--- config.mk ---
export PLATFORM = sky130hd
export DESIGN_NAME = length_prefixed_rle_decoder
export DESIGN_NICKNAME = d
export VERILOG_FILES = /design/src/lprd_pkg.sv /design/src/lprd_decode.sv /design/src/length_prefixed_rle_decoder.sv
export SDC_FILE = /design/constraint.sdc
export NUM_CORES = 1
export LEC_CHECK = 0
export ABC_AREA = 0
export CAP_MARGIN = 20
export CORE_MARGIN = 4
export CORE_UTILIZATION = 60
export CTS_BUF_LIST = sky130_fd_sc_hd__clkbuf_16
export CTS_CLUSTER_SIZE = 40
export DETAILED_ROUTE_END_ITERATION = 6
export DONT_BUFFER_PORTS = 1
export GPL_ROUTABILITY_DRIVEN = 0
export MAX_ROUTING_LAYER = met4
export PLACE_DENSITY = 0.76
export SLEW_MARGIN = 5
export SYNTH_ARGS = -nofsm -noshare
export SYNTH_HDL_FRONTEND = slang
export SYNTH_SLANG_ARGS = --single-unit
export TNS_END_PERCENT = 50
--- constraint.sdc ---
create_clock -name clock -period 6.5 [get_ports clock]
set_input_delay 0 -clock clock [delete_from_list [all_inputs] [get_ports clock]]
set_output_delay 0 -clock clock [all_outputs]
set_load 0.005 [all_outputs]
--- src/lprd_pkg.sv ---
package lprd_pkg;

   // decoder phase, one-hot
   typedef enum logic [4:0] {
      PH_HDR_HI    = 5'b00001,
      PH_HDR_LO    = 5'b00010,
      PH_CODE      = 5'b00100,
      PH_LITERAL   = 5'b01000,
      PH_RUN_VALUE = 5'b10000
   } phase_type;

   // code byte with this bit set opens a run
   localparam int unsigned RUN_FLAG_BIT = 7;

   // run repeat count is RUN_BASE minus the code byte
   localparam logic [8:0] RUN_BASE = 9'd257;

   // largest repeat count a result can carry
   localparam logic [7:0] MAX_REPEAT = 8'd129;

   // one decoded result
   typedef struct packed {
      logic [7:0] value;
      logic [7:0] count;
      logic       last;
   } result_type;

endpackage

--- src/lprd_decode.sv ---
module lprd_decode
   import lprd_pkg::*;
(
   input  logic       clock,
   input  logic       reset,
   input  logic       step,
   input  logic [7:0] in_byte,
   output logic       emit,
   output result_type result
);

   phase_type   phase_ff, phase_in;
   logic [14:0] len_ff, len_in;
   logic [15:0] pos_ff, pos_in;
   logic [7:0]  lit_ff, lit_in;

   logic [14:0] len_new;
   logic [15:0] pos_inc;
   logic        past_end;
   logic [15:0] left;
   logic [8:0]  code_len;
   logic [7:0]  run_count;
   logic [7:0]  lit_dec;
   logic        lit_last;

   // shared arithmetic of the body walk
   always_comb begin
      len_new   = len_ff | {7'd0, in_byte};
      pos_inc   = pos_ff + 16'd1;
      past_end  = pos_inc >= {1'b0, len_ff};
      left      = past_end ? 16'd0 : ({1'b0, len_ff} - pos_inc);
      code_len  = {1'b0, in_byte} + 9'd1;
      run_count = 8'(RUN_BASE - {1'b0, in_byte});
      lit_dec   = lit_ff - 8'd1;
      lit_last  = (lit_dec == 8'd0) && past_end;
   end

   // next state and result for the current byte
   always_comb begin
      phase_in = phase_ff;
      len_in   = len_ff;
      pos_in   = pos_ff;
      lit_in   = lit_ff;
      emit     = 1'b0;
      result   = '{value: in_byte, count: 8'd1, last: 1'b0};
      case (phase_ff)
         PH_HDR_LO: begin
            len_in = len_new;
            pos_in = 16'd0;
            lit_in = 8'd0;
            if (len_new == 15'd0) begin
               // empty body: end marker only
               phase_in = PH_HDR_HI;
               emit     = 1'b1;
               result   = '{value: 8'd0, count: 8'd0, last: 1'b1};
            end else begin
               phase_in = PH_CODE;
            end
         end
         PH_CODE: begin
            pos_in = pos_inc;
            if (!in_byte[RUN_FLAG_BIT]) begin
               if (left == 16'd0) begin
                  // literal clipped to nothing at the end of the body
                  phase_in = PH_HDR_HI;
                  emit     = 1'b1;
                  result   = '{value: 8'd0, count: 8'd0, last: 1'b1};
               end else begin
                  lit_in   = (left < {7'd0, code_len}) ? left[7:0] : code_len[7:0];
                  phase_in = PH_LITERAL;
               end
            end else begin
               lit_in   = run_count;
               phase_in = PH_RUN_VALUE;
            end
         end
         PH_LITERAL: begin
            pos_in = pos_inc;
            lit_in = lit_dec;
            emit   = 1'b1;
            result = '{value: in_byte, count: 8'd1, last: lit_last};
            if (lit_dec == 8'd0) begin
               phase_in = lit_last ? PH_HDR_HI : PH_CODE;
            end
         end
         PH_RUN_VALUE: begin
            pos_in   = pos_inc;
            lit_in   = 8'd0;
            emit     = 1'b1;
            result   = '{value: in_byte, count: lit_ff, last: past_end};
            phase_in = past_end ? PH_HDR_HI : PH_CODE;
         end
         default: begin
            // header high byte, top bit dropped
            len_in   = {in_byte[6:0], 8'h00};
            pos_in   = 16'd0;
            lit_in   = 8'd0;
            phase_in = PH_HDR_LO;
         end
      endcase
   end

   // state registers
   always_ff @(posedge clock) begin
      if (reset) begin
         phase_ff <= PH_HDR_HI;
         len_ff   <= 15'd0;
         pos_ff   <= 16'd0;
         lit_ff   <= 8'd0;
      end else if (step) begin
         phase_ff <= phase_in;
         len_ff   <= len_in;
         pos_ff   <= pos_in;
         lit_ff   <= lit_in;
      end
   end

endmodule

--- src/length_prefixed_rle_decoder.sv ---
// Length-prefixed run-length decoder.
// Request channel (req_valid / req_ready / req_in_byte) takes one compressed
// byte per request: two header bytes giving the body length (big-endian, top
// bit ignored), then code bytes with their literal or run value bytes.
// Result channel (rsp_valid / rsp_ready) returns zero or one result per
// request: rsp_out_value with rsp_repeat_count (1 for literal bytes, 2..129
// for runs, 0 for an end marker without data) and rsp_block_end on the last
// result of a block. After block end the next byte is a new header.
// A taken request waits in the input register until the result register is
// empty or being drained; the decode logic sits between the input register
// and the result register. Throughput: one request per cycle while the
// result register is empty or being drained.
// req_ready stays high while the result register is empty or being drained,
// so a stalled receiver holds one result and one pending request; the
// request side stops only once both are full.
// Reset clears both registers and returns the decoder to expect a header.
module length_prefixed_rle_decoder
   import lprd_pkg::*;
(
   input  logic       clock,
   input  logic       reset,
   input  logic       req_valid,
   output logic       req_ready,
   input  logic [7:0] req_in_byte,
   output logic       rsp_valid,
   input  logic       rsp_ready,
   output logic [7:0] rsp_out_value,
   output logic [7:0] rsp_repeat_count,
   output logic       rsp_block_end
);

   logic       in_valid_ff;
   logic [7:0] in_byte_ff;
   logic       rsp_valid_ff, rsp_valid_in;
   result_type rsp_ff;

   logic       out_free;
   logic       step;
   logic       emit;
   result_type result;

   // pipeline advance control
   assign out_free  = !rsp_valid_ff || rsp_ready;
   assign step      = in_valid_ff && out_free;
   assign req_ready = !in_valid_ff || step;

   // input register
   always_ff @(posedge clock) begin
      if (reset) begin
         in_valid_ff <= 1'b0;
      end else if (req_ready) begin
         in_valid_ff <= req_valid;
      end
   end

   always_ff @(posedge clock) begin
      if (req_valid && req_ready) begin
         in_byte_ff <= req_in_byte;
      end
   end

   // decode step
   lprd_decode u_decode (
      .clock   (clock),
      .reset   (reset),
      .step    (step),
      .in_byte (in_byte_ff),
      .emit    (emit),
      .result  (result)
   );

   // result register
   always_comb begin
      rsp_valid_in = rsp_valid_ff;
      if (out_free) begin
         rsp_valid_in = step && emit;
      end
   end

   always_ff @(posedge clock) begin
      if (reset) begin
         rsp_valid_ff <= 1'b0;
      end else begin
         rsp_valid_ff <= rsp_valid_in;
      end
   end

   always_ff @(posedge clock) begin
      if (step && emit) begin
         rsp_ff <= result;
      end
   end

   assign rsp_valid        = rsp_valid_ff;
   assign rsp_out_value    = rsp_ff.value;
   assign rsp_repeat_count = rsp_ff.count;
   assign rsp_block_end    = rsp_ff.last;

   // an empty result register never blocks requests
   assert property (@(posedge clock) disable iff (reset)
      !rsp_valid |-> req_ready)
      else $error("request stalled with empty result register");

   // a zero repeat count only comes as an end marker
   assert property (@(posedge clock) disable iff (reset)
      (rsp_valid && rsp_repeat_count == 8'd0) |-> rsp_block_end)
      else $error("zero repeat count without block end");

   // repeat count never exceeds the largest run count
   assert property (@(posedge clock) disable iff (reset)
      rsp_valid |-> (rsp_repeat_count <= MAX_REPEAT))
      else $error("repeat count out of range");

   // a held result is not overwritten by the decode step
   assert property (@(posedge clock) disable iff (reset)
      (rsp_valid && !rsp_ready) |=> (rsp_valid && $stable(rsp_ff)))
      else $error("held result changed");

endmodule
==> impl_metrics.env <==
export IMPL_grt_use_total=0.275
export IMPL_syn_nets=611
export IMPL_register_area_um2=1670
export IMPL_cts_buffers=9
export IMPL_r2r_slack_ps=1030
export IMPL_grt_pass1_vias=4150
export IMPL_fin_ws_ps=1030
export IMPL_area_growth_pct=10.2
export IMPL_crit_type="register to register"
export IMPL_clockPowerShare=0.407
export IMPL_core_um2=7770
export IMPL_combPwrFrac=0.206
export IMPL_grt_start_max_net_pins=39
export IMPL_synth_top_area_cell="dfxtp_1"
export IMPL_synth_seq_cells=71
export IMPL_power_switching_uw=364
export IMPL_critPathTopFamily="simple AND/OR/NAND/NOR gates"
export IMPL_grt_first_pass_wirelength_um=20500
export IMPL_yosys_top_cells_area="dfxtp_1 (19%), edfxtp_1 (16%), ha_1 (7.2%), nor2_1 (6.5%), a21oi_1 (5.1%)"
export IMPL_p_int_uw=913
export IMPL_multi_input_area_um2=2970
export IMPL_hpwl_um=8910
export IMPL_cap_violations=0
export IMPL_antenna_found_initial=0
export IMPL_drive_gt1_frac=0.0591
export IMPL_synth_edff_count=25
export IMPL_finalMaxSlewViolations=0
export IMPL_endpoint="u_decode.lit_ff[6]"
export IMPL_row_count=32
export IMPL_reg2reg_depth=21
export IMPL_pwr_share_seq=0.387
export IMPL_rsz0062_at_grt="false"
export IMPL_ir_drop_uv=187
export IMPL_die_y_um=97.8
export IMPL_cp_startpoint="u_decode.pos_ff[0]"
export IMPL_cts_root_buf="clkbuf_16"
export IMPL_cp_cell_sequence="ha_1, nand3_1, nor3_1, nand3_1, xor2_1, ha_1, nand4_1, nor4_1, a31oi_1, o21ai_1, buf_4, nor2_1, ha_1, nand2_1, o21ai_0, a211oi_1, a21oi_1, nand2b_1, nor3_1, a211oi_1, o32ai_2"
export IMPL_post_cts_resize_count=0
export IMPL_whs_ps=174
export IMPL_slowest_delay_ps=480
export IMPL_outcome="finished clean"
export IMPL_syn_area_um2=4840
export IMPL_r2r_end="u_decode.lit_ff[6]"
export IMPL_finalHoldViolations=0
export IMPL_diodes=0
export IMPL_crit_required_ps=6710
export IMPL_h_tree_depth=3
export IMPL_tritoncts="built"
export IMPL_final_nets=611
export IMPL_worstSetupStartpointType="register"
export IMPL_maxSlewHeadroom=0.331
export IMPL_whs_path_depth=1
export IMPL_cp_arrival_ps=5680
export IMPL_synthDistinctLibCells=66
export IMPL_switching_share=0.285
export IMPL_worst_path_stages=21
export IMPL_fillCellCount=626
export IMPL_postCtsSetupBuffers=0
export IMPL_min_period_ps=5470
export IMPL_drtPass1Iterations=5
export IMPL_cts_buffer_depth=2
export IMPL_syn_area_per_cell_um2=8.48
export IMPL_die_area_um2=9560
export IMPL_clock_skew_ps=5.83
export IMPL_wl_per_cell_um=18.7
export IMPL_end_kind="register"
export IMPL_wl_um=12600
export IMPL_max_clock_freq_mhz=183
export IMPL_async_flop_share=0
export IMPL_fin_tns_setup_ps=0
export IMPL_syn_inst=570
export IMPL_worst_slew_pin_transition_ps=998
export IMPL_dpl_worst_slack_ps=1000
export IMPL_numPortBuffers=0
export IMPL_hold_buffers=13
export IMPL_hold_class="input port to register"
export IMPL_antenna_left=0
export IMPL_cpMaxStageDelayCell="nor3_1"
export IMPL_post_route_period_util=0.842
export IMPL_initial_utilization=0.623
export IMPL_ys_warn_count=0
export IMPL_worst_path_most_repeated_cell="ha_1"
export IMPL_clk_latency_ps=340
export IMPL_yosysSeqAreaShare=0.346
export IMPL_yosys_cell_count_top_type="nor2_1"
export IMPL_yosys_top_cells_count="nor2_1 (84), a21oi_1 (49), dfxtp_1 (46)"
export IMPL_crit_fanout=16
export IMPL_r2r_start="u_decode.pos_ff[0]"
export IMPL_grt_ovfl_total=0
export IMPL_clkTransAtPathRegs_ps=60
export IMPL_leakage_uw=0.00207
export IMPL_vias=4389
export IMPL_clock_sinks=71
export IMPL_vias_per_cell=6.48
export IMPL_setup_violations=0
export IMPL_netlist_area_leader_share=0.190
export IMPL_dieWidth_um=97.8
export IMPL_crit_buf_inv=1
export IMPL_synth_flop_cell="dfxtp_1"
export IMPL_drtIter0Drc=481
export IMPL_p_per_area_nw_per_um2=240
export IMPL_ios=31
export IMPL_drc=0
==> registers in the layout (all words and copies together) (netlist names) <==
register           cells
in_byte_ff             8
rsp_valid              1
rsp_block_end          1
u_decode.pos_ff       16
rsp_repeat_count       8
u_decode.lit_ff        8
rsp_out_value          8
u_decode.phase_ff      5
u_decode.len_ff       15
in_valid_ff            1
==> layout make-up <==
cell class	instances	area share
clock buffer	9	0.0422
multi-input combinational	452	0.558
tap	102	0.0239
timing repair buffer	16	0.0319
clock inverter	7	0.0167
sequential	71	0.314
inverter	20	0.0141
==> metrics by stage <==
| step | total power (uW) | instance area [um2] | std cells | util |
|---|---|---|---|---|
| after detailed placement | 740 | 4850 | 646 | 0.625 |
| after floorplan | 693 | 4840 | 570 | - |
| after global routing | 1330 | 5330 | 677 | 0.686 |
| final | 1280 | 5330 | 677 | 0.686 |
| after CTS | 1270 | 5310 | 675 | 0.683 |
| after global placement | 733 | 4850 | 646 | 0.625 |
==> layout by cell type, fill, tap and decap left out, drive strengths merged, types with 7 or more instances in the layout <==
master,count
clkbuf,9
nor4,8
a211oi,12
nor2b,7
edfxtp,25
o21ai,30
mux2i,10
inv,21
o31ai,7
nand3,22
xor2,14
xnor2,22
a21oi,49
nand2,27
nand4,9
ha,28
o21a,9
dlygate4sd3,12
nor2,84
and2,16
dfxtp,46
nor3,21
==> worst min-delay path by stage <==
stage | slack [ps] | start | endpoint
after floorplan | 100 | req_in_byte[0] | in_byte_ff[0]
after global placement | 70 | reset | u_decode.pos_ff[8]
after detailed placement | 80 | reset | u_decode.pos_ff[8]
after CTS | 160 | req_valid | in_byte_ff[3]
after global routing | 190 | req_valid | in_byte_ff[3]
final | 170 | req_valid | in_byte_ff[3]
==> logic make-up after synthesis <==
kind of cell,synth area share
and+or+nand+nor,0.236
AOI/OAI and AO/OA,0.214
DFF,0.346
buffers and inverters,0.0404
xor gates and xnor gates,0.0668
adders and majority gates,0.0766
muxes,0.0207
==> power groups by stage <==
stage	sequential, uW	clock (uW)	combinational [uW]
floorplan	488	0	205
global placement	503	0	230
detailed placement	503	0	238
CTS	494	522	251
global route	496	545	289
finish	495	520	263
==> layer usage <==
| metal | part of all wire | track usage | vias to the layer above |
|---|---|---|---|
| met4 | 0.031 | 0.114 | 0 |
| met2 | 0.44 | 0.404 | 235 |
| met1 | 0.44 | 0.368 | 2033 |
| met5 | 0 | - | - |
| li1 | - | - | 2080 |
| met3 | 0.089 | 0.0586 | 41 |
==> worst register-to-register path: stages, from the launching register on <==
cell	delay, ps
dfxtp_1	400
ha_1	280
nand3_1	250
nor3_1	480
nand3_1	160
xor2_1	190
ha_1	380
nand4_1	180
nor4_1	460
a31oi_1	150
o21ai_1	140
buf_4	240
nor2_1	90
ha_1	360
nand2_1	70
o21ai_0	220
a211oi_1	110
a21oi_1	370
nand2b_1	300
nor3_1	90
a211oi_1	310
o32ai_2	110
Note: power is estimated with default switching activity, not from simulation.
